[src/rtl/kwl_pkg.sv]
// Shared types, character codes, token kinds and the keyword table of the lexer.
`timescale 1ns / 1ps
package kwl_pkg;

	localparam int KWL_KEYWORD_MAX_LEN = 10;
	localparam int KWL_COUNTER_BITS    = 16;

	localparam int KW_COUNT    = 26;
	localparam int KW_TEXT_LEN = 10;

	typedef enum logic [2:0] {
		MODE_IDLE,
		MODE_WORD,
		MODE_NUMBER,
		MODE_SLASH,
		MODE_COMMENT
	} scan_mode_t;

	typedef enum logic [5:0] {
		KIND_EOF    = 6'd0,
		KIND_NUMBER = 6'd27,
		KIND_IDENT  = 6'd28,
		KIND_LBRACE = 6'd29,
		KIND_RBRACE = 6'd30,
		KIND_COLON  = 6'd31,
		KIND_SEMI   = 6'd32,
		KIND_DOT    = 6'd33,
		KIND_ERROR  = 6'd34
	} token_kind_t;

	localparam logic [7:0] CH_NUL    = 8'h00;
	localparam logic [7:0] CH_TAB    = 8'h09;
	localparam logic [7:0] CH_LF     = 8'h0A;
	localparam logic [7:0] CH_CR     = 8'h0D;
	localparam logic [7:0] CH_SPACE  = 8'h20;
	localparam logic [7:0] CH_DOT    = 8'h2E;
	localparam logic [7:0] CH_SLASH  = 8'h2F;
	localparam logic [7:0] CH_COLON  = 8'h3A;
	localparam logic [7:0] CH_SEMI   = 8'h3B;
	localparam logic [7:0] CH_UNDER  = 8'h5F;
	localparam logic [7:0] CH_LBRACE = 8'h7B;
	localparam logic [7:0] CH_RBRACE = 8'h7D;

	typedef logic [8*KW_TEXT_LEN-1:0] kw_text_t;

	// Literals are right-justified: the last character sits in the low byte.
	localparam kw_text_t KW_TEXT [KW_COUNT] = '{
		"ecu", "signal", "can", "flexray", "process", "input", "output",
		"filter", "diagnostic", "service", "session", "security", "request",
		"response", "routine", "did", "pattern", "match", "timeout", "flow",
		"frame", "id", "dlc", "extended", "periodic", "trigger"
	};

	localparam logic [3:0] KW_LEN [KW_COUNT] = '{
		4'd3, 4'd6, 4'd3, 4'd7, 4'd7, 4'd5, 4'd6, 4'd6, 4'd10, 4'd7,
		4'd7, 4'd8, 4'd7, 4'd8, 4'd7, 4'd3, 4'd7, 4'd5, 4'd7, 4'd4,
		4'd5, 4'd2, 4'd3, 4'd8, 4'd8, 4'd7
	};

	typedef struct packed {
		logic [5:0]  token_kind;
		logic [15:0] start_offset;
		logic [15:0] token_length;
		logic [15:0] start_line;
		logic [15:0] start_column;
		logic        last_of_run;
	} tok_t;

	typedef struct packed {
		logic [1:0] count;
		tok_t       tok_a;
		tok_t       tok_b;
	} scan_out_t;

	function automatic logic ident_start(input logic [7:0] c);
		return (c inside {[8'h61:8'h7A], [8'h41:8'h5A], CH_UNDER});
	endfunction

	function automatic logic dec_digit(input logic [7:0] c);
		return (c inside {[8'h30:8'h39]});
	endfunction

	function automatic logic [5:0] punct_kind(input logic [7:0] c);
		logic [5:0] k;
		case (c)
			CH_LBRACE: k = KIND_LBRACE;
			CH_RBRACE: k = KIND_RBRACE;
			CH_COLON:  k = KIND_COLON;
			CH_SEMI:   k = KIND_SEMI;
			CH_DOT:    k = KIND_DOT;
			default:   k = KIND_ERROR;
		endcase
		return k;
	endfunction

	// First table entry wins; a length of zero never matches.
	function automatic logic [5:0] kw_lookup(input logic [7:0] pfx [KW_TEXT_LEN],
	                                        input logic [3:0] len);
		logic [5:0] kind;
		logic       hit;
		kind = KIND_IDENT;
		for (int i = KW_COUNT - 1; i >= 0; i--) begin
			hit = (len == KW_LEN[i]);
			for (int j = 0; j < KW_TEXT_LEN; j++) begin
				if (j < int'(KW_LEN[i])) begin
					hit = hit && (pfx[j] == KW_TEXT[i][8*(int'(KW_LEN[i]) - 1 - j) +: 8]);
				end
			end
			if (hit) begin
				kind = 6'(i + 1);
			end
		end
		return kind;
	endfunction

endpackage

[src/rtl/kwl_if.sv]
// Valid/ready channels for text bytes in and tokens out.
`timescale 1ns / 1ps
interface kwl_byte_if;
	logic       valid;
	logic       ready;
	logic [7:0] text_byte;

	modport source(output valid, output text_byte, input ready);
	modport sink(input valid, input text_byte, output ready);
endinterface

interface kwl_tok_if;
	logic        valid;
	logic        ready;
	logic [5:0]  token_kind;
	logic [15:0] start_offset;
	logic [15:0] token_length;
	logic [15:0] start_line;
	logic [15:0] start_column;
	logic        last_of_run;

	modport source(output valid, output token_kind, output start_offset,
	               output token_length, output start_line, output start_column,
	               output last_of_run, input ready);
	modport sink(input valid, input token_kind, input start_offset,
	             input token_length, input start_line, input start_column,
	             input last_of_run, output ready);
endinterface

[src/rtl/kwl_scan.sv]
// Scanner state, position counters and the per-byte token decision.
`timescale 1ns / 1ps
module kwl_scan import kwl_pkg::*; #(
	parameter int KEYWORD_MAX_LEN = KWL_KEYWORD_MAX_LEN,
	parameter int COUNTER_BITS    = KWL_COUNTER_BITS
) (
	input  logic       clk,
	input  logic       arst_n,
	input  logic       fire,
	input  logic [7:0] text_byte,
	output scan_out_t  beats
);

	localparam int CB   = COUNTER_BITS;
	localparam int IDXW = $clog2(KEYWORD_MAX_LEN);

	function automatic logic [CB-1:0] sat_inc(input logic [CB-1:0] v);
		return (v == '1) ? v : v + 1'b1;
	endfunction

	function automatic logic [15:0] fit16(input logic [CB-1:0] v);
		logic [CB+15:0] ext;
		ext = {16'd0, v};
		return ext[15:0];
	endfunction

	scan_mode_t      mode_q, mode_d;
	logic [7:0]      prefix_q [KEYWORD_MAX_LEN];
	logic [7:0]      kw_pfx [KW_TEXT_LEN];
	logic [CB-1:0]   plen_q, plen_d, poff_q, poff_d, pline_q, pline_d, pcol_q, pcol_d;
	logic [CB-1:0]   coff_q, coff_d, cline_q, cline_d, ccol_q, ccol_d;
	logic            wr_en;
	logic [IDXW-1:0] wr_idx;

	logic is_nul, is_ws, is_lf, is_sl, is_al, is_dg, is_dot;
	logic held, p1_emit, p2_emit;
	logic [3:0] kw_len;
	tok_t pend_tok, p2_tok;

	assign is_nul = (text_byte == CH_NUL);
	assign is_ws  = (text_byte inside {CH_SPACE, CH_TAB, CH_CR});
	assign is_lf  = (text_byte == CH_LF);
	assign is_sl  = (text_byte == CH_SLASH);
	assign is_al  = ident_start(text_byte);
	assign is_dg  = dec_digit(text_byte);
	assign is_dot = (text_byte == CH_DOT);

	// The byte is swallowed by the token or comment under way.
	assign held = (mode_q == MODE_WORD && (is_al || is_dg))
	           || (mode_q == MODE_NUMBER && (is_dg || is_dot))
	           || (mode_q == MODE_SLASH && is_sl)
	           || (mode_q == MODE_COMMENT && !is_nul && !is_lf);

	assign p1_emit = (mode_q == MODE_WORD && !(is_al || is_dg))
	              || (mode_q == MODE_NUMBER && !(is_dg || is_dot))
	              || (mode_q == MODE_SLASH && !is_sl);

	assign p2_emit = !held && !(is_ws || is_lf || is_sl || is_al || is_dg);

	always_comb begin
		for (int j = 0; j < KW_TEXT_LEN; j++) begin
			kw_pfx[j] = prefix_q[j];
		end
	end

	assign kw_len = (plen_q <= CB'(KW_TEXT_LEN)) ? plen_q[3:0] : 4'd0;

	// Next scan mode
	always_comb begin
		if (held) begin
			mode_d = (mode_q == MODE_SLASH) ? MODE_COMMENT : mode_q;
		end else if (is_sl) begin
			mode_d = MODE_SLASH;
		end else if (is_al) begin
			mode_d = MODE_WORD;
		end else if (is_dg) begin
			mode_d = MODE_NUMBER;
		end else begin
			mode_d = MODE_IDLE;
		end
	end

	// Counters and prefix write
	always_comb begin
		plen_d  = plen_q;
		poff_d  = poff_q;
		pline_d = pline_q;
		pcol_d  = pcol_q;
		coff_d  = coff_q;
		cline_d = cline_q;
		ccol_d  = ccol_q;
		wr_en   = 1'b0;
		wr_idx  = '0;
		if (held) begin
			if (mode_q == MODE_WORD || mode_q == MODE_NUMBER) begin
				plen_d = sat_inc(plen_q);
			end
			if (mode_q == MODE_WORD && plen_d <= CB'(KEYWORD_MAX_LEN)) begin
				wr_en  = 1'b1;
				wr_idx = IDXW'(plen_d - 1'b1);
			end
			coff_d = sat_inc(coff_q);
			ccol_d = sat_inc(ccol_q);
		end else if (is_nul) begin
			plen_d  = '0;
			poff_d  = '0;
			pline_d = CB'(1);
			pcol_d  = CB'(1);
			coff_d  = '0;
			cline_d = CB'(1);
			ccol_d  = CB'(1);
		end else if (is_lf) begin
			coff_d  = sat_inc(coff_q);
			cline_d = sat_inc(cline_q);
			ccol_d  = CB'(1);
		end else begin
			if (is_sl || is_al || is_dg) begin
				plen_d  = CB'(1);
				poff_d  = coff_q;
				pline_d = cline_q;
				pcol_d  = ccol_q;
			end
			wr_en  = is_al;
			coff_d = sat_inc(coff_q);
			ccol_d = sat_inc(ccol_q);
		end
	end

	// Result beats
	always_comb begin
		pend_tok.start_offset = fit16(poff_q);
		pend_tok.start_line   = fit16(pline_q);
		pend_tok.start_column = fit16(pcol_q);
		pend_tok.token_length = (mode_q == MODE_SLASH) ? 16'd1 : fit16(plen_q);
		pend_tok.last_of_run  = !p2_emit;
		case (mode_q)
			MODE_WORD:   pend_tok.token_kind = kw_lookup(kw_pfx, kw_len);
			MODE_NUMBER: pend_tok.token_kind = KIND_NUMBER;
			default:     pend_tok.token_kind = KIND_ERROR;
		endcase

		p2_tok.token_kind   = is_nul ? 6'(KIND_EOF) : punct_kind(text_byte);
		p2_tok.start_offset = fit16(coff_q);
		p2_tok.start_line   = fit16(cline_q);
		p2_tok.start_column = fit16(ccol_q);
		p2_tok.token_length = is_nul ? 16'd0 : 16'd1;
		p2_tok.last_of_run  = 1'b1;

		beats.count = {1'b0, p1_emit} + {1'b0, p2_emit};
		beats.tok_a = p1_emit ? pend_tok : p2_tok;
		beats.tok_b = p2_tok;
	end

	always_ff @(posedge clk or negedge arst_n) begin
		if (!arst_n) begin
			mode_q  <= MODE_IDLE;
			plen_q  <= '0;
			poff_q  <= '0;
			pline_q <= CB'(1);
			pcol_q  <= CB'(1);
			coff_q  <= '0;
			cline_q <= CB'(1);
			ccol_q  <= CB'(1);
		end else if (fire) begin
			mode_q  <= mode_d;
			plen_q  <= plen_d;
			poff_q  <= poff_d;
			pline_q <= pline_d;
			pcol_q  <= pcol_d;
			coff_q  <= coff_d;
			cline_q <= cline_d;
			ccol_q  <= ccol_d;
		end
	end

	always_ff @(posedge clk) begin
		if (fire && wr_en) begin
			prefix_q[wr_idx] <= text_byte;
		end
	end

endmodule

[src/rtl/kwl_obuf.sv]
// Two-beat output buffer that parts the scanner from the token sink.
`timescale 1ns / 1ps
module kwl_obuf import kwl_pkg::*; (
	input  logic        clk,
	input  logic        arst_n,
	input  logic        push,
	input  scan_out_t   beats,
	output logic [1:0]  free_slots,
	kwl_tok_if.source   tokens
);

	tok_t       slot_q [2];
	tok_t       slot_d [2];
	tok_t       rem_head;
	logic [1:0] count_q, count_d, rem, n_push;
	logic       pop;

	assign pop        = tokens.valid && tokens.ready;
	assign free_slots = 2'd2 - count_q;

	always_comb begin
		rem      = count_q - {1'b0, pop};
		n_push   = push ? beats.count : 2'd0;
		rem_head = pop ? slot_q[1] : slot_q[0];
		count_d  = rem + n_push;
		case (rem)
			2'd0: begin
				slot_d[0] = beats.tok_a;
				slot_d[1] = beats.tok_b;
			end
			2'd1: begin
				slot_d[0] = rem_head;
				slot_d[1] = beats.tok_a;
			end
			default: begin
				slot_d[0] = slot_q[0];
				slot_d[1] = slot_q[1];
			end
		endcase
	end

	always_ff @(posedge clk or negedge arst_n) begin
		if (!arst_n) begin
			count_q <= 2'd0;
		end else begin
			count_q <= count_d;
		end
	end

	always_ff @(posedge clk) begin
		slot_q[0] <= slot_d[0];
		slot_q[1] <= slot_d[1];
	end

	assign tokens.valid        = (count_q != 2'd0);
	assign tokens.token_kind   = slot_q[0].token_kind;
	assign tokens.start_offset = slot_q[0].start_offset;
	assign tokens.token_length = slot_q[0].token_length;
	assign tokens.start_line   = slot_q[0].start_line;
	assign tokens.start_column = slot_q[0].start_column;
	assign tokens.last_of_run  = slot_q[0].last_of_run;

endmodule

[src/rtl/keyword_token_lexer.sv]
// Top level of the keyword lexer: input register, scanner and output buffer.
// The lexer takes one text byte per cycle while the output buffer has room and
// emits tokens (keyword, identifier, number, punctuation, error, EOF) with
// saturating offset, length, line and column. A token leaves when the byte after
// it arrives, once that byte has passed the byte register and the output buffer;
// a zero byte flushes the pending token, emits EOF and restarts the counters for
// the next text. Sustained rate is one byte per cycle while the sink is ready and
// no byte yields two beats. A byte that both ends a token and is a token itself
// (or is the end of text) yields two beats: it waits in the byte register until
// the two-entry output buffer is empty, and a byte behind it that yields a beat
// waits until one of the pair has left. Output stalls back up into the input
// only through that buffer's fill level. No clearing pass follows reset.
`timescale 1ns / 1ps
module keyword_token_lexer import kwl_pkg::*; #(
	parameter int KEYWORD_MAX_LEN = KWL_KEYWORD_MAX_LEN,
	parameter int COUNTER_BITS    = KWL_COUNTER_BITS
) (
	input  logic       clk,
	input  logic       arst_n,
	kwl_byte_if.sink   text,
	kwl_tok_if.source  tokens
);

	logic       valid_s1;
	logic [7:0] byte_s1;
	logic       fire;
	logic [1:0] free_slots;
	scan_out_t  beats;

	// Consume the registered byte once its beats fit in the buffer.
	assign fire       = valid_s1 && (beats.count <= free_slots);
	assign text.ready = !valid_s1 || fire;

	always_ff @(posedge clk or negedge arst_n) begin
		if (!arst_n) begin
			valid_s1 <= 1'b0;
		end else if (text.valid && text.ready) begin
			valid_s1 <= 1'b1;
		end else if (fire) begin
			valid_s1 <= 1'b0;
		end
	end

	always_ff @(posedge clk) begin
		if (text.valid && text.ready) begin
			byte_s1 <= text.text_byte;
		end
	end

	kwl_scan #(
		.KEYWORD_MAX_LEN(KEYWORD_MAX_LEN),
		.COUNTER_BITS   (COUNTER_BITS)
	) u_scan (
		.clk      (clk),
		.arst_n   (arst_n),
		.fire     (fire),
		.text_byte(byte_s1),
		.beats    (beats)
	);

	kwl_obuf u_obuf (
		.clk       (clk),
		.arst_n    (arst_n),
		.push      (fire),
		.beats     (beats),
		.free_slots(free_slots),
		.tokens    (tokens)
	);

`ifndef SYNTH
	a_hold_stalled_byte: assert property (@(posedge clk) disable iff (!arst_n)
		valid_s1 && !fire |=> valid_s1 && $stable(byte_s1))
		else $error("stalled byte register changed");

	a_run_continues: assert property (@(posedge clk) disable iff (!arst_n)
		tokens.valid && tokens.ready && !tokens.last_of_run |=> tokens.valid)
		else $error("second beat of a run missing");

	a_pair_in_order: assert property (@(posedge clk) disable iff (!arst_n)
		fire && beats.count == 2'd2 |=> tokens.valid && !tokens.last_of_run)
		else $error("two-beat run not at buffer head");
`endif

endmodule

[src/flat_wrapper.sv]
// flat-port wrapper written by rule: the top's interface ports become plain ports
module keyword_token_lexer_flat import kwl_pkg::*;
#(
	parameter int KEYWORD_MAX_LEN = KWL_KEYWORD_MAX_LEN,
	parameter int COUNTER_BITS    = KWL_COUNTER_BITS
)
  (clk, arst_n, text_valid, text_text_byte, text_ready, tokens_valid, tokens_token_kind, tokens_start_offset, tokens_token_length, tokens_start_line, tokens_start_column, tokens_last_of_run, tokens_ready);
  kwl_byte_if text_i ();
  kwl_tok_if tokens_i ();
  input  logic clk;
  input  logic arst_n;
  input wire logic [$bits(text_i.valid)-1:0] text_valid;
  input wire logic [$bits(text_i.text_byte)-1:0] text_text_byte;
  output wire logic [$bits(text_i.ready)-1:0] text_ready;
  output wire logic [$bits(tokens_i.valid)-1:0] tokens_valid;
  output wire logic [$bits(tokens_i.token_kind)-1:0] tokens_token_kind;
  output wire logic [$bits(tokens_i.start_offset)-1:0] tokens_start_offset;
  output wire logic [$bits(tokens_i.token_length)-1:0] tokens_token_length;
  output wire logic [$bits(tokens_i.start_line)-1:0] tokens_start_line;
  output wire logic [$bits(tokens_i.start_column)-1:0] tokens_start_column;
  output wire logic [$bits(tokens_i.last_of_run)-1:0] tokens_last_of_run;
  input wire logic [$bits(tokens_i.ready)-1:0] tokens_ready;
  assign text_i.valid = text_valid;
  assign text_i.text_byte = text_text_byte;
  assign text_ready = text_i.ready;
  assign tokens_valid = tokens_i.valid;
  assign tokens_token_kind = tokens_i.token_kind;
  assign tokens_start_offset = tokens_i.start_offset;
  assign tokens_token_length = tokens_i.token_length;
  assign tokens_start_line = tokens_i.start_line;
  assign tokens_start_column = tokens_i.start_column;
  assign tokens_last_of_run = tokens_i.last_of_run;
  assign tokens_i.ready = tokens_ready;
  keyword_token_lexer #(.KEYWORD_MAX_LEN(KEYWORD_MAX_LEN), .COUNTER_BITS(COUNTER_BITS)) u_core (.clk(clk), .arst_n(arst_n), .text(text_i), .tokens(tokens_i));
endmodule
[config.mk]
export PLATFORM = sky130hd
export DESIGN_NAME = keyword_token_lexer_flat
export DESIGN_NICKNAME = d
export VERILOG_FILES = /design/src/rtl/kwl_pkg.sv /design/src/rtl/kwl_if.sv /design/src/rtl/kwl_scan.sv /design/src/rtl/kwl_obuf.sv /design/src/rtl/keyword_token_lexer.sv /design/src/flat_wrapper.sv
export SDC_FILE = /design/constraint.sdc
export NUM_CORES = 1
export LEC_CHECK = 0
export ABC_AREA = 1
export ABC_CLOCK_PERIOD_IN_PS = 6500
export BUFFER_PORTS_ARGS = -buffer_cell sky130_fd_sc_hd__buf_4
export CORE_ASPECT_RATIO = 0.7
export CORE_MARGIN = 2
export CORE_UTILIZATION = 45
export CTS_CLUSTER_DIAMETER = 120
export DETAILED_ROUTE_END_ITERATION = 16
export PLACE_DENSITY = 0.7
export SETUP_SLACK_MARGIN = 0.15
export SKIP_LAST_GASP = 1
export SYNTH_ARGS = -nofsm -noshare
export SYNTH_HDL_FRONTEND = slang
export SYNTH_SLANG_ARGS = --single-unit
[constraint.sdc]
create_clock -name clk -period 6.5 [get_ports clk]
set_input_delay 0.65 -clock clk [delete_from_list [all_inputs] [get_ports clk]]
set_output_delay 0.65 -clock clk [all_outputs]
set_load 0.05 [all_outputs]
**After elaboration in Yosys (flattened, before gate mapping)**

Memories as Yosys holds them, arrays and structs flattened.
Index checks and enable logic that the tools add are counted.

- Flip-flop bits (word level): 126
- Bits in latches: 0
- RAM bits: 222
- Bits in read-only memories: 0
- Memories kept: 2

Memory list:

| memory | words | width | read ports | clocked after Yosys merged registers in | write ports | RTL line | text |
|---|---|---|---|---|---|---|---|
| u_core.u_obuf.slot_q | 2 | 71 | 2 | 0 | 2 | kwl_obuf.sv:12 | `tok_t slot_q [2];` |
| u_core.u_scan.prefix_q | 10 | 8 | 10 | 0 | 1 | kwl_scan.sv:28 | `logic [7:0] prefix_q [KEYWORD_MAX_LEN];` |

- $add $sub $neg: 9
- Multipliers: 0
- Divide/modulo/power cells: 0
- Magnitude comparators: 9
- Equal/unequal tests: 119
- Shifts and indexed selects: 0
- Muxes and demuxes: 227
- Bitwise gates (word level): 1
- Reductions and logical operators: 204

Operators with widths:

| operator | number |
|---|---|
| 8-bit by 7-bit == test with 1-bit output, second input constant | 90 |
| 16-bit 2-to-1 mux | 27 |
| 142-bit one-hot mux with 2 select lines | 1 |
| 1-bit logical AND | 167 |
| 1-bit 2-to-1 mux | 159 |
| 6-bit 2-to-1 mux | 26 |
| 71-bit 2-to-1 mux | 2 |
| 16-bit by 1-bit adder with 16-bit output, second input constant | 4 |
| 16-bit == test, second input constant | 4 |
| 8-bit by 6-bit == test with 1-bit output, second input constant | 5 |
| 16-bit by 4-bit <= comparator with 1-bit output, second input constant | 2 |
| 6-bit one-hot mux with 5 select lines | 1 |
| 8-bit by 4-bit == test with 1-bit output, second input constant | 3 |
| 4-bit by 3-bit == test with 1-bit output, second input constant | 4 |
| 8-bit by 7-bit greater-or-equal comparator with 1-bit output, second input constant | 2 |
| 8-bit by 7-bit <= comparator with 1-bit output, second input constant | 2 |
| 1-bit logical OR | 15 |
| 4-bit 2-to-1 mux | 3 |
| 6-bit one-hot mux with 2 select lines | 1 |
| 1-bit logical NOT | 9 |
| 3-bit 2-to-1 mux | 3 |
| 3-bit nonzero test | 3 |
| 4-bit by 2-bit == test with 1-bit output, second input constant | 2 |
| 4-bit == test, second input constant | 2 |
| other kinds (23) | 32 |

**Longest topological paths before layout**

Gate-level depths: netlist of run 1.

- Depth in word-level cells: 47
- Gate-level depth with buffers: 27
- Depth with buffers taken out: 27

**By module**

Synthesis of run 1 repeated with hierarchy kept, for this count alone.

- Cell total of the unflattened synthesis: 2260
- Area total of the unflattened synthesis: 18745.5 µm²

Modules (own cells, without submodules):

| module | times used | cells an instance | area an instance (µm²) | sequential area each (µm²) |
|---|---|---|---|---|
| kwl_scan | 1 | 1588 | 11848.9 | 5285.1 |
| kwl_obuf | 1 | 648 | 6545.0 | 4314.1 |
| keyword_token_lexer | 1 | 24 | 351.6 | 265.3 |

**Worst setup path after synthesis of run 1**

No wires, ideal clock.

- Path type: register to register
- From: reg u_core.u_obuf.count_q[0] (netlist name)
- To: mem u_core.u_obuf.slot_q[0][0] in the netlist's numbering (enable)
- Setup time: 0.524 ns
- Arrival: 4.856 ns
- Setup slack: 1.120 ns
- Stages on the path, launching flop included: 10
- Path buffers: 0
- Period minus slack after synthesis: 5.380 ns
- Cell sequence: dfrtp_1 inv_1 ha_1 inv_1 nand2_1 inv_1 ha_1 or2_2 nand2_1 a21oi_1

RTL lines:

| element | RTL line |
|---|---|
| to (decl) | kwl_obuf.sv:12 |

**Worst setup path after layout of run 1**

- From: reg u_core.byte_s1[4]
- To: mem u_core.u_scan.prefix_q[3][6] (enable)

- Cells in the longest elaborated chain, start to end: 16
- Elaborated cells between the ends (all ways): 56

RTL lines:

| element | RTL line | text |
|---|---|---|
| from (decl) | keyword_token_lexer.sv:25 | `logic [7:0] byte_s1;` |
| from (signal assigned) | keyword_token_lexer.sv:46 | `byte_s1 <= text.text_byte;` |
| 8-bit by 7-bit greater-or-equal comparator with 1-bit output / 8-bit by 7-bit <= comparator with 1-bit output (equally long branches) | kwl_pkg.sv:76 | `return (c inside {[8'h61:8'h7A], [8'h41:8'h5A], CH_UNDER});` |
| 1-bit logical AND | kwl_pkg.sv:76 |  |
| 3-bit nonzero test | kwl_pkg.sv:76 |  |
| 1-bit logical OR | kwl_scan.sv:49, kwl_scan.sv:54 |  |
| 1-bit logical AND | kwl_scan.sv:49 | `assign held = (mode_q == MODE_WORD && (is_al \|\| is_dg))` |
| 1-bit logical OR | kwl_scan.sv:50 | `\|\| (mode_q == MODE_NUMBER && (is_dg \|\| is_dot))` |
| 1-bit logical OR | kwl_scan.sv:51 | `\|\| (mode_q == MODE_SLASH && is_sl)` |
| 1-bit logical OR | kwl_scan.sv:52 | `\|\| (mode_q == MODE_COMMENT && !is_nul && !is_lf);` |
| 1-bit logical NOT | kwl_scan.sv:58 | `assign p2_emit = !held && !(is_ws \|\| is_lf \|\| is_sl \|\| is_al \|\| is_dg);` |
| 1-bit logical AND | kwl_scan.sv:58 |  |
| 1-bit by 1-bit adder with 2-bit output | kwl_scan.sv:149 | `beats.count = {1'b0, p1_emit} + {1'b0, p2_emit};` |
| 2-bit <= comparator | keyword_token_lexer.sv:31 | `assign fire = valid_s1 && (beats.count <= free_slots);` |
| 1-bit logical AND | keyword_token_lexer.sv:31 |  |
| 1-bit logical AND | kwl_scan.sv:177 | `if (fire && wr_en) begin` |
| 1-bit 2-to-1 mux | kwl_scan.sv:177 |  |
| 1-bit 2-to-1 mux (implied by the code) | kwl_scan.sv:178 | `prefix_q[wr_idx] <= text_byte;` |
| to (decl) | kwl_scan.sv:28 |  |

Several ways; a longest one is shown, not always the timed one.

==> metrics, run 1 <==
Die Area=41100 um2; RR Startpoint=u_core.byte_s1[4]$_DFFE_PP_; overall overflow remaining after global route=0; number of synthesized flops with an enable pin=230; final hold slack=171 ps; x dimension of the die=241 um; register-to-register setup slack=1200 ps; clock network latency to the later pin of the worst-skew pair=590 ps; number of setup buffers added after CTS=0; hold buffer count at cts=0; max-cap violation count=0; standard-cell row count=60; kind of end point of the critical path=flip-flop; number of flip-flops and latches in the synthesized netlist=348; predominant post-synthesis flop cell=edfxtp_1; routed length per instance=19.5 um; per-instance average area after synthesis=8.69 um2; type of the worst setup path=reg2reg; ranking of synthesized cells by instance count=nand2_1 (449), o21ai_0 (246), inv_1 (239), edfxtp_1 (230), nor2_1 (209); first-pass iteration count of the detailed router=5; Post-route DRC=0; type of the tightest min-delay check=in2async; area of combinational cells with multiple inputs=6690 um2; timing-limited maximum frequency=189 MHz; number of diodes=0; final period demand of the worst path=5300 ps; worst vdd ir=0.401 mV; Port Buffer Count=84; Initial Utilization=45.9%; clk_skew=18.7 ps; setup repair after global routing missed its margin=false; library cell with the largest summed area after synthesis=edfxtp_1; maximum clock path buffer count=3; I/O pin total=85; total power per unit cell area=497 nW/um2; wire length of the first global-routing pass=80300 um; number of global-route vias before repair=13631; number of buffers created by CTS=31; total number of nets in the final design=2137; leading post-synthesis cells by cell area=edfxtp_1 (39%), dfrtp_1 (16%), nand2_1 (9.5%), o21ai_0 (6.9%), inv_1 (5.1%); measured slew at the worst slew-check pin=1260 ps; part of the Yosys area used for sequential elements=55.6%; CP max FO=16; pre-CTS WS=1320 ps; Period Utilization, post-route=81.5%; fraction of registers with async set/reset=33.9%; distinct cell type count after synthesis=63; Syn Inst Count=2042; yosys synthesis warning count=0; data arrival time of the worst path=5520 ps; final weighted congestion of routability-driven global placement=0.975; antenna violation net count after detailed routing=0; share of final-layout standard cells stronger than drive strength 1=9.88%; area grow syn2layout=12.3%; half-perimeter wire length after detailed placement=38000 um; worst rel slew slack=15.7%; maximum number of pins on one net before global-route repair=124; sequential standard cell area=9860 um2; cells resized by post-CTS repair=0; total detailed-routing wirelength=52000 um; post-DR vias/cell=5.59; final-layout fill cell count=3572; post-route standard cell area excluding fillers=19900 um2; cell area after technology mapping=17700 um2; PnR worst setup slack=1200 ps; standby leakage power=0.00831 uW; clock slew seen by the registers of the worst setup and hold paths=70 ps; clock tree from TritonCTS=built; initial antenna violation count=0; Core Region=38700 um2; status=finished, final reports clean; count of vias placed by the detailed router=14874; endpoint of the lowest-slack register-to-register path=u_core.u_scan.prefix_q[3][6]$_DFFE_PP_; Fin Setup TNS=0 ps; number of DRC violations after detailed-routing iteration 0=1900; proportion of netlist area held by the largest area contributor=38.9%; CTS sink cnt=348; overall track demand over capacity in global routing=25.6%; Root Buffer Master=clkbuf_16; Final Hold Violating Endpoints=0; Die Ht=170 um; Mapped Nets=2068; required time worst endpoint=6720 ps; Max Transition Viols Final=0; Worst Reg-to-Reg Cells=21; cell with the most instances after synthesis=nand2_1; depth of the CTS H-tree=1; startpoint class of the critical path=flip-flop; final-report setup violation count=0; dpl cell area=18900 um2
==> area by class of cell <==
type,instances,share of cell area [%]
clock buffers,36,4.04
repair buffers,102,3.84
clock inverters,22,0.886
flip-flops and latches,348,49.5
inverters,255,4.81
multi-input cells,1373,33.6
well taps,527,3.31
==> how the worst max path moves through the flow <==
| stage | cells after the start | to | start | slack (ps) |
|---|---|---|---|---|
| after floorplan | 9 | u_core.u_obuf.slot_q[0][0]$_DFFE_PP_ | u_core.u_obuf.count_q[0]$_DFF_PN0_ | 1120 |
| after global placement | 21 | u_core.u_scan.prefix_q[3][5]$_DFFE_PP_ | u_core.byte_s1[2]$_DFFE_PP_ | 1480 |
| after detailed placement | 21 | u_core.u_scan.prefix_q[3][0]$_DFFE_PP_ | u_core.byte_s1[4]$_DFFE_PP_ | 1320 |
| after CTS | 21 | u_core.u_scan.prefix_q[3][6]$_DFFE_PP_ | u_core.byte_s1[2]$_DFFE_PP_ | 1300 |
| after global routing | 21 | u_core.u_scan.prefix_q[3][2]$_DFFE_PP_ | u_core.byte_s1[3]$_DFFE_PP_ | 850 |
| final | 21 | u_core.u_scan.prefix_q[3][6]$_DFFE_PP_ | u_core.byte_s1[4]$_DFFE_PP_ | 1200 |
==> power breakdown <==
group / switching [uW] / internal, uW
Sequential: 329 / 3380
Clock: 826 / 970
Combinational: 3390 / 1010
Total: 4550 / 5360
==> critical path, cell delays in order (launching register included) <==
cell and delay [ps]:
edfxtp_1 710, inv_1 180, nand3_1 230, nor2_4 90, nor2_2 410, nand4_1 150, and3_1 250, inv_2 130
nor3_1 80, ha_1 220, ha_1 320, inv_1 60, o21bai_1 70, nand2_1 60, nand2_1 200, inv_1 180
nand2_1 370, inv_1 140, nand4_1 120, nand2_1 210, nand2_1 150, nor2_1 580
==> flip-flops by register name, indices dropped and copies added (netlist names) <==
| register | cells |
|---|---|
| u_core.u_scan.mode_q | 3 |
| u_core.valid_s1 | 1 |
| u_core.u_obuf.count_q | 2 |
| u_core.u_scan.prefix_q | 80 |
| u_core.u_scan.poff_q | 16 |
| u_core.u_scan.pcol_q | 16 |
| u_core.u_scan.pline_q | 16 |
| u_core.u_scan.coff_q | 16 |
| u_core.byte_s1 | 8 |
| u_core.u_scan.plen_q | 16 |
| u_core.u_obuf.slot_q | 142 |
| u_core.u_scan.ccol_q | 16 |
| u_core.u_scan.cline_q | 16 |
==> layout by cell type (no fill, tap or decap), types with 10 or more instances in the layout <==
cell       netlist  final
inv_1          239    237
a21oi_1         25     24
xor2_1          19     19
inv_2           14     15
nor4_1          29     29
o21ai_0        246    246
ha_1            14     14
o22ai_1         20     20
nand2_1        449    449
buf_4            0    102
nor2_2          11     12
edfxtp_1       230    230
nor3_1          66     66
dfrtp_1        114    114
nand4_1         52     52
nor2_1         209    206
a31oi_1         10     10
nand3_1        149    149
clkinv_1         2     10
clkbuf_16        0     31
==> per-layer routing <==
| layer | wire, um | GRT usage, % | vias to the layer above | part of all wire, % |
|---|---|---|---|---|
| met3 | 5600 | 8.14 | 38 | 11 |
| met1 | 26000 | 41.9 | 7068 | 50 |
| met4 | 563 | 3.41 | 0 | 1.1 |
| met5 | 0 | 0 | - | 0 |
| li1 | - | - | 7090 | - |
| met2 | 19900 | 33.0 | 678 | 38 |
==> metrics by stage <==
step	power, uW	utilization, %	cells
finish	9910	51.5	2663
global route	10500	51.5	2663
CTS	9900	51.5	2663
detailed placement	8110	49.0	2605
global placement	8010	49.0	2605
floorplan	6730	-	2042
==> cell families after synthesis <==
family,count (synthesis),synth area share (%)
AO/OA/AOI/OAI,334,10.2
AND/OR/NAND/NOR,1001,25.1
buffers and inverters,321,6.90
XOR/XNOR,21,1.08
flip-flops,348,55.6
multiplexers,3,0.176
adder cells (fa/ha/maj),14,0.987
No activity file was read; power rests on OpenSTA's default activity.
==> inputs of run 2 (changes only) <==
--- a/config.mk
+++ b/config.mk
@@ -6,7 +6,7 @@
 export NUM_CORES = 1
 export LEC_CHECK = 0
 export ABC_AREA = 1
-export ABC_CLOCK_PERIOD_IN_PS = 6500
+export ABC_CLOCK_PERIOD_IN_PS = 5400
 export BUFFER_PORTS_ARGS = -buffer_cell sky130_fd_sc_hd__buf_4
 export CORE_ASPECT_RATIO = 0.7
 export CORE_MARGIN = 2
==> constraint.sdc (replaced) <==
create_clock -name clk -period 5.4 [get_ports clk]
set_input_delay 0.54 -clock clk [delete_from_list [all_inputs] [get_ports clk]]
set_output_delay 0.54 -clock clk [all_outputs]
set_load 0.05 [all_outputs]
==> run 2 against run 1 <==
Effect of this change: utilization grew 0.43 points; clock-buffer cell count rose by 17; sequential power grew 20%; fmax grew 10%; wire length up 1.5%; clock power is 30% higher; combinational power is 24% higher; register-to-register slack got worse by 610 ps; highest routed layer unchanged.
==> metrics, run 2 (synthesis gave the netlist of run 1 again) <==
number of diodes=0 (unchanged); clk_skew=34.5 ps (+15.8 ps); maximum clock path buffer count=3 (unchanged); status=finished, final reports clean; number of DRC violations after detailed-routing iteration 0=1829 (-3.7%); Initial Utilization=45.9% (unchanged); clock tree from TritonCTS=built; Port Buffer Count=84 (unchanged); clock slew seen by the registers of the worst setup and hold paths=60 ps (about the same); Root Buffer Master=clkbuf_16; type of the tightest min-delay check=in2async; clock network latency to the later pin of the worst-skew pair=540 ps (-50 ps); Final Hold Violating Endpoints=0 (unchanged); first-pass iteration count of the detailed router=5 (unchanged); post-route standard cell area excluding fillers=20100 um2 (+0.84%); final-report setup violation count=0 (unchanged); max-cap violation count=0 (unchanged); depth of the CTS H-tree=2 (+1); number of placed instances, taps included=2610 (+0.19%); Die Area=41100 um2 (unchanged); Top Registers=u_core.u_obuf.slot_q (142), u_core.u_scan.prefix_q (80); most frequent cells in the layout=nand2_1 (449), o21ai_0 (246), inv_1 (237); area grow syn2layout=13.2%; wire length of the first global-routing pass=81100 um (+1.1%); standard-cell row count=60 (unchanged); final-layout fill cell count=3604 (+0.90%); worst rel slew slack=20.8% (+5.1 points); maximum number of pins on one net before global-route repair=97 (-22%); number of global-route vias before repair=13867 (+1.7%); total number of nets in the final design=2146 (+0.42%); worst vdd ir=0.563 mV (+40%); Die Ht=170 um (unchanged); CP max FO=22 (+6); Period Utilization, post-route=89.1% (+7.6 points); post-DR vias/cell=5.58 (about the same); share of final-layout standard cells stronger than drive strength 1=10.2% (+0.28 points); hold buffer count at cts=0 (unchanged); x dimension of the die=241 um (unchanged); count of vias placed by the detailed router=14915 (+0.28%); standby leakage power=0.00840 uW (+1.1%); required time worst endpoint=5850 ps (-870 ps); overall track demand over capacity in global routing=26.0% (+0.37 points); max reg flops=142 (unchanged); CTS sink cnt=348 (unchanged); final period demand of the worst path=4810 ps (-486 ps); final weighted congestion of routability-driven global placement=0.972 (-0.35%); cells resized by post-CTS repair=0 (unchanged); initial antenna violation count=0 (unchanged); dpl cell area=19000 um2 (+0.33%); number of setup buffers added after CTS=0 (unchanged); overall overflow remaining after global route=0 (unchanged); routed length per instance=19.8 um (+1.2%); final core area utilization=52.0% (+0.43 points); area of combinational cells with multiple inputs=6690 um2 (unchanged); final hold slack=96.1 ps (-75.2 ps); register containing the most flip-flops in the final layout=u_core.u_obuf.slot_q; Worst Reg-to-Reg Cells=25 (+19%); setup repair after global routing missed its margin=false; I/O pin total=85 (unchanged); final non-filler cell total=2672 (+0.34%); antenna violation net count after detailed routing=0 (unchanged); timing-limited maximum frequency=208 MHz (+10%); half-perimeter wire length after detailed placement=38300 um (+0.70%); Fin Setup TNS=0 ps (unchanged); Post-route DRC=0 (unchanged); kind of end point of the critical path=flip-flop; number of buffers created by CTS=34 (+9.7%); startpoint class of the critical path=flip-flop; total power per unit cell area=610 nW/um2 (+23%); data arrival time of the worst path=5260 ps (-260 ps); most common library cell in the layout ignoring fill and taps=nand2_1; type of the worst setup path=reg2reg; total detailed-routing wirelength=52800 um (+1.5%); measured slew at the worst slew-check pin=1180 ps (-76.1 ps); Max Transition Viols Final=0 (unchanged); sequential standard cell area=9860 um2 (unchanged); Core Region=38700 um2 (unchanged)
run 2: final cells by class:
cell class | instances | share of cell area (%)
multi-input combinational | 1373 | 33.3
sequential | 348 | 49.1
tap | 527 | 3.28
clock inverter | 8 | 0.324
timing repair buffer | 108 | 4.16
clock buffer | 53 | 5.04
inverter | 255 | 4.77
run 2: worst max-delay path: stages, from the launching register on:
cell	delay [ps]
edfxtp_1	680
inv_1	160
nand3_1	210
nor2_4	90
nor2_2	450
nand4_1	150
and3_1	250
inv_2	120
nor3_1	80
ha_1	290
inv_1	60
ha_1	280
nand2_1	60
nand2_1	60
nand2_1	60
inv_1	100
buf_4	270
nand2_2	130
nor4_4	210
nand3_1	170
nor2_2	220
nand2_1	120
nor2_2	130
nand2_1	80
a21oi_1	130
o21a_1	130
run 2: path summary, 6_finish.rpt:
path | from | endpoint | slack (ps)
worst min register to register | u_core.u_scan.poff_q[8]$_DFFE_PN0P_ | u_core.u_scan.poff_q[8]$_DFFE_PN0P_ | 500
min in group clk | text_text_byte[5] | u_core.byte_s1[5]$_DFFE_PP_ | 180
max in group asynchronous | arst_n | u_core.u_scan.cline_q[15]$_DFFE_PN0P_ | 3930
worst min-delay path | arst_n | u_core.u_scan.pcol_q[7]$_DFFE_PN0P_ | 100
worst max-delay path | u_core.byte_s1[5]$_DFFE_PP_ | u_core.u_scan.cline_q[15]$_DFFE_PN0P_ | 590
worst max register to register | u_core.byte_s1[5]$_DFFE_PP_ | u_core.u_scan.cline_q[15]$_DFFE_PN0P_ | 590
run 2: metrics by stage:
stage                     setup WS, ps  total power [uW]
after CTS                          641             12200
after global placement             838              9760
final                              586             12200
after floorplan                   1420              8070
after detailed placement           694              9870
after global routing               190             13000
run 2: where the power goes:
group / internal (uW) / switching, uW / total [uW]
clock: 1340 / 996 / 2340
sequential: 4070 / 369 / 4440
combinational: 1290 / 4180 / 5470
total: 6700 / 5550 / 12200
run 2: per-layer routing:
layer | up-vias | track usage [%] | part of all wire, %
met5 | - | 0 | 0
met4 | 0 | 4.11 | 1.1
met3 | 55 | 7.02 | 11
met2 | 707 | 33.2 | 37
met1 | 7069 | 43.3 | 51
li1 | 7084 | - | -
==> inputs of run 3 (changes only) <==
--- a/config.mk
+++ b/config.mk
@@ -5,7 +5,6 @@
 export SDC_FILE = /design/constraint.sdc
 export NUM_CORES = 1
 export LEC_CHECK = 0
-export ABC_AREA = 1
 export ABC_CLOCK_PERIOD_IN_PS = 5400
 export BUFFER_PORTS_ARGS = -buffer_cell sky130_fd_sc_hd__buf_4
 export CORE_ASPECT_RATIO = 0.7
==> run 3 against run 2 <==
Effect of this change: die area is 0.21% higher; critical path type unchanged; sequential share of layout area is 0.20 points lower; register-to-register slack worse by 160 ps; via count is 5.4% lower; synthesized cell count is 14% lower; largest power group unchanged; worst hold slack better by 64 ps; critical endpoint is now u_core.u_scan.prefix_q[1][0]$_DFFE_PP_; critical path depth is 11 lower; clock-buffer cell count is 2 higher.
==> metrics, run 3 <==
status=finished, final reports clean; startpoint class of the critical path=flip-flop; max reg flops=142 (unchanged); part of the Yosys area used for sequential elements=55.5% (-0.12 points); clk_skew=16.5 ps (-18.0 ps); number of flip-flops and latches in the synthesized netlist=348 (unchanged); worst vdd ir=0.481 mV (-14%); number of synthesized flops with an enable pin=230 (unchanged); distinct cell type count after synthesis=88 (+40%); Die Ht=170 um (+0.10%); initial antenna violation count=1 (+1); Syn Inst Count=1763 (-14%); CTS sink cnt=348 (unchanged); maximum clock path buffer count=3 (unchanged); clock slew seen by the registers of the worst setup and hold paths=70 ps (about the same); number of buffers created by CTS=35 (+2.9%); required time worst endpoint=5580 ps (-270 ps); Max Transition Viols Final=0 (unchanged); Logic pwr share=40.8% (-3.8 points); share of power burned in the clock network=20.8% (+1.7 points); met2 wire length=21100 um (+7.0%); overall overflow remaining after global route=0 (unchanged); cell with the most instances after synthesis=nand2_1; leading post-synthesis cells by cell area=edfxtp_1 (39%), dfrtp_1 (16%), nand2_1 (8.3%), nand3_1 (3.4%), mux2i_1 (2.7%); pre-CTS WS=443 ps (-251 ps); data arrival time of the worst path=5150 ps (-110 ps); Core Region=38700 um2 (unchanged); number of diodes=0 (unchanged); Int Power=6660 uW (-0.56%); clock network latency to the later pin of the worst-skew pair=520 ps (-20 ps); library cell with the largest summed area after synthesis=edfxtp_1; dpl cell area=19000 um2 (about the same); Mapped Nets=1789 (-13%); proportion of netlist area held by the largest area contributor=38.8% (-0.082 points); area of combinational cells with multiple inputs=7360 um2 (+9.9%); depth of the CTS H-tree=2 (unchanged); maximum number of pins on one net before global-route repair=80 (-18%); type of the worst setup path=reg2reg; max-cap violation count=0 (unchanged); predominant post-synthesis flop cell=edfxtp_1; final-layout fill cell count=3392 (-5.9%); first-pass iteration count of the detailed router=6 (+1); Root Buffer Master=clkbuf_16; delay of the slowest cell on the worst path=700 ps (+20 ps); Switching Fraction=42.4% (-2.9 points); count of vias placed by the detailed router=14106 (-5.4%); Port Buffer Count=84 (unchanged); half-perimeter wire length after detailed placement=37300 um (-2.7%); number of DRC violations after detailed-routing iteration 0=1704 (-6.8%); overall track demand over capacity in global routing=25.3% (-0.73 points); I/O pin total=85 (unchanged); post-DR vias/cell=5.89 (+5.5%); slowest library cell on the worst path=edfxtp_1; cell breakdown of the critical path=or2_1 > o311ai_0 > a21o_2 > o311a_4 > and3_1 > o211a_1 > ha_1 > ha_1 > nor2b_1 > o21ai_0 > and2_1 > nand2_1 > nor4_4 > and3_1; register containing the most flip-flops in the final layout=u_core.u_obuf.slot_q; Fin Setup TNS=0 ps (unchanged); Top Registers=u_core.u_obuf.slot_q (142), u_core.u_scan.prefix_q (80); setup repair after global routing missed its margin=false; most common library cell in the layout ignoring fill and taps=nand2_1; total detailed-routing wirelength=52100 um (-1.3%); Met1 Routed Length=25700 um (-3.8%); kind of end point of the critical path=flip-flop; ranking of synthesized cells by instance count=nand2_1 (392), edfxtp_1 (230), nor2_1 (125), nand3_1 (121), dfrtp_1 (114); measured slew at the worst slew-check pin=1020 ps (-160 ps); standby leakage power=0.00782 uW (-6.9%); area grow syn2layout=13.4%; per-instance average area after synthesis=10.1 um2 (+16%); sequential standard cell area=9860 um2 (unchanged); final weighted congestion of routability-driven global placement=0.960 (-1.2%); Die Area=41200 um2 (+0.21%); topmost layer with routed signal wires=met4; hold buffer count at cts=0 (unchanged); Initial Utilization=46.0% (+0.097 points); clock tree from TritonCTS=built; sequential share of power=38.4% (+2.1 points); Final Hold Violating Endpoints=0 (unchanged); yosys synthesis warning count=0 (unchanged); DR WL met3=4740 um (-20%); Post-route DRC=0 (unchanged); Period Utilization, post-route=92.1% (+2.9 points); wire length of the first global-routing pass=79800 um (-1.6%); worst rel slew slack=30.3% (+9.5 points); standard-cell row count=60 (unchanged); cell area after technology mapping=17800 um2 (+0.21%); CP max FO=17 (-23%); number of global-route vias before repair=12879 (-7.1%); routed length per instance=21.8 um (+10%); fraction of registers with async set/reset=33.9% (unchanged); final hold slack=160 ps (+64.4 ps); x dimension of the die=242 um (+0.10%); type of the tightest min-delay check=in2async; final-report setup violation count=0 (unchanged); PnR worst setup slack=427 ps (-159 ps); post-route standard cell area excluding fillers=20200 um2 (+0.42%); timing-limited maximum frequency=201 MHz (-3.2%); most frequent cells in the layout=nand2_1 (391), edfxtp_1 (230), buf_4 (136); share of final-layout standard cells stronger than drive strength 1=12.8% (+2.6 points); total number of nets in the final design=1868 (-13%); total power per unit cell area=573 nW/um2 (-6.0%); Switching Power=4900 uW (-12%); final period demand of the worst path=4970 ps (+159 ps); antenna violation net count after detailed routing=0 (unchanged)
[run 3: timing repair]
| action | CTS | global route |
|---|---|---|
| resized for setup | 0 | 1 |
| endpoints found under the setup margin | 0 | 72 |
| buffers inserted | 0 | 4 |
[run 3: cells by family (layout without fill, tap and decap cells)]
group	Yosys count	in the layout	synth area share [%]
AND/OR/NAND/NOR	962	962	27.3
buffers and inverters	123	228	3.33
multiplexers	48	48	2.70
flip-flops	348	348	55.5
adder cells (fa/ha/maj)	14	14	0.985
AO/OA/AOI/OAI	217	217	7.58
XOR/XNOR	51	51	2.60
[run 3: final cells by class]
class,instances,share of cell area (%)
flip-flops and latches,348,48.9
multi-input cells,1292,36.5
repair buffers,138,5.26
inverters,27,0.502
clock buffers,55,5.22
well taps,527,3.27
clock inverters,8,0.378
[run 3: stage by stage]
step,util [%],std cells,power (uW)
finish,52.2,2395,11600
global route,52.2,2395,12200
CTS,52.1,2391,11600
detailed placement,49.2,2328,9190
global placement,49.2,2328,9100
floorplan,-,1763,7630
[run 3: critical path: cells and delay by family, from the launching register on]
| kind | cells | cell delay [ps] |
|---|---|---|
| and+or+nand+nor | 7 | 2020 |
| DFF | 1 | 700 |
| adders and majority gates | 2 | 440 |
| AOI/OAI and AO/OA | 5 | 1460 |
[run 3: power groups by stage]
stage                     registers (uW)  clock network (uW)  logic, uW
after floorplan                     5370                   0       2260
after global placement              4470                   0       4630
after detailed placement            4500                   0       4690
after CTS                           4460                2440       4710
after global routing                4530                2550       5090
final                               4440                2400       4720
[run 3: final timing paths]
path / cells past startpoint / end / slack (ps) / start
hold / removal: 1 / u_core.u_scan.plen_q[12]$_DFFE_PN0P_ / 160 / arst_n
min in group clk: 1 / u_core.byte_s1[0]$_DFFE_PP_ / 200 / text_text_byte[0]
setup / recovery: 14 / u_core.u_scan.prefix_q[1][0]$_DFFE_PP_ / 430 / u_core.byte_s1[0]$_DFFE_PP_
setup reg to reg: 14 / u_core.u_scan.prefix_q[1][0]$_DFFE_PP_ / 430 / u_core.byte_s1[0]$_DFFE_PP_
hold reg to reg: 2 / u_core.u_scan.poff_q[15]$_DFFE_PN0P_ / 490 / u_core.u_scan.poff_q[15]$_DFFE_PN0P_
max in group asynchronous: 2 / u_core.u_scan.cline_q[9]$_DFFE_PN0P_ / 3960 / arst_n
[run 3: layer usage]
layer / GRT usage [%] / vias to the layer above
met2: 34.2 / 616
met5: 0 / -
li1: - / 6542
met3: 6.67 / 50
met1: 40.2 / 6898
met4: 4.37 / 0
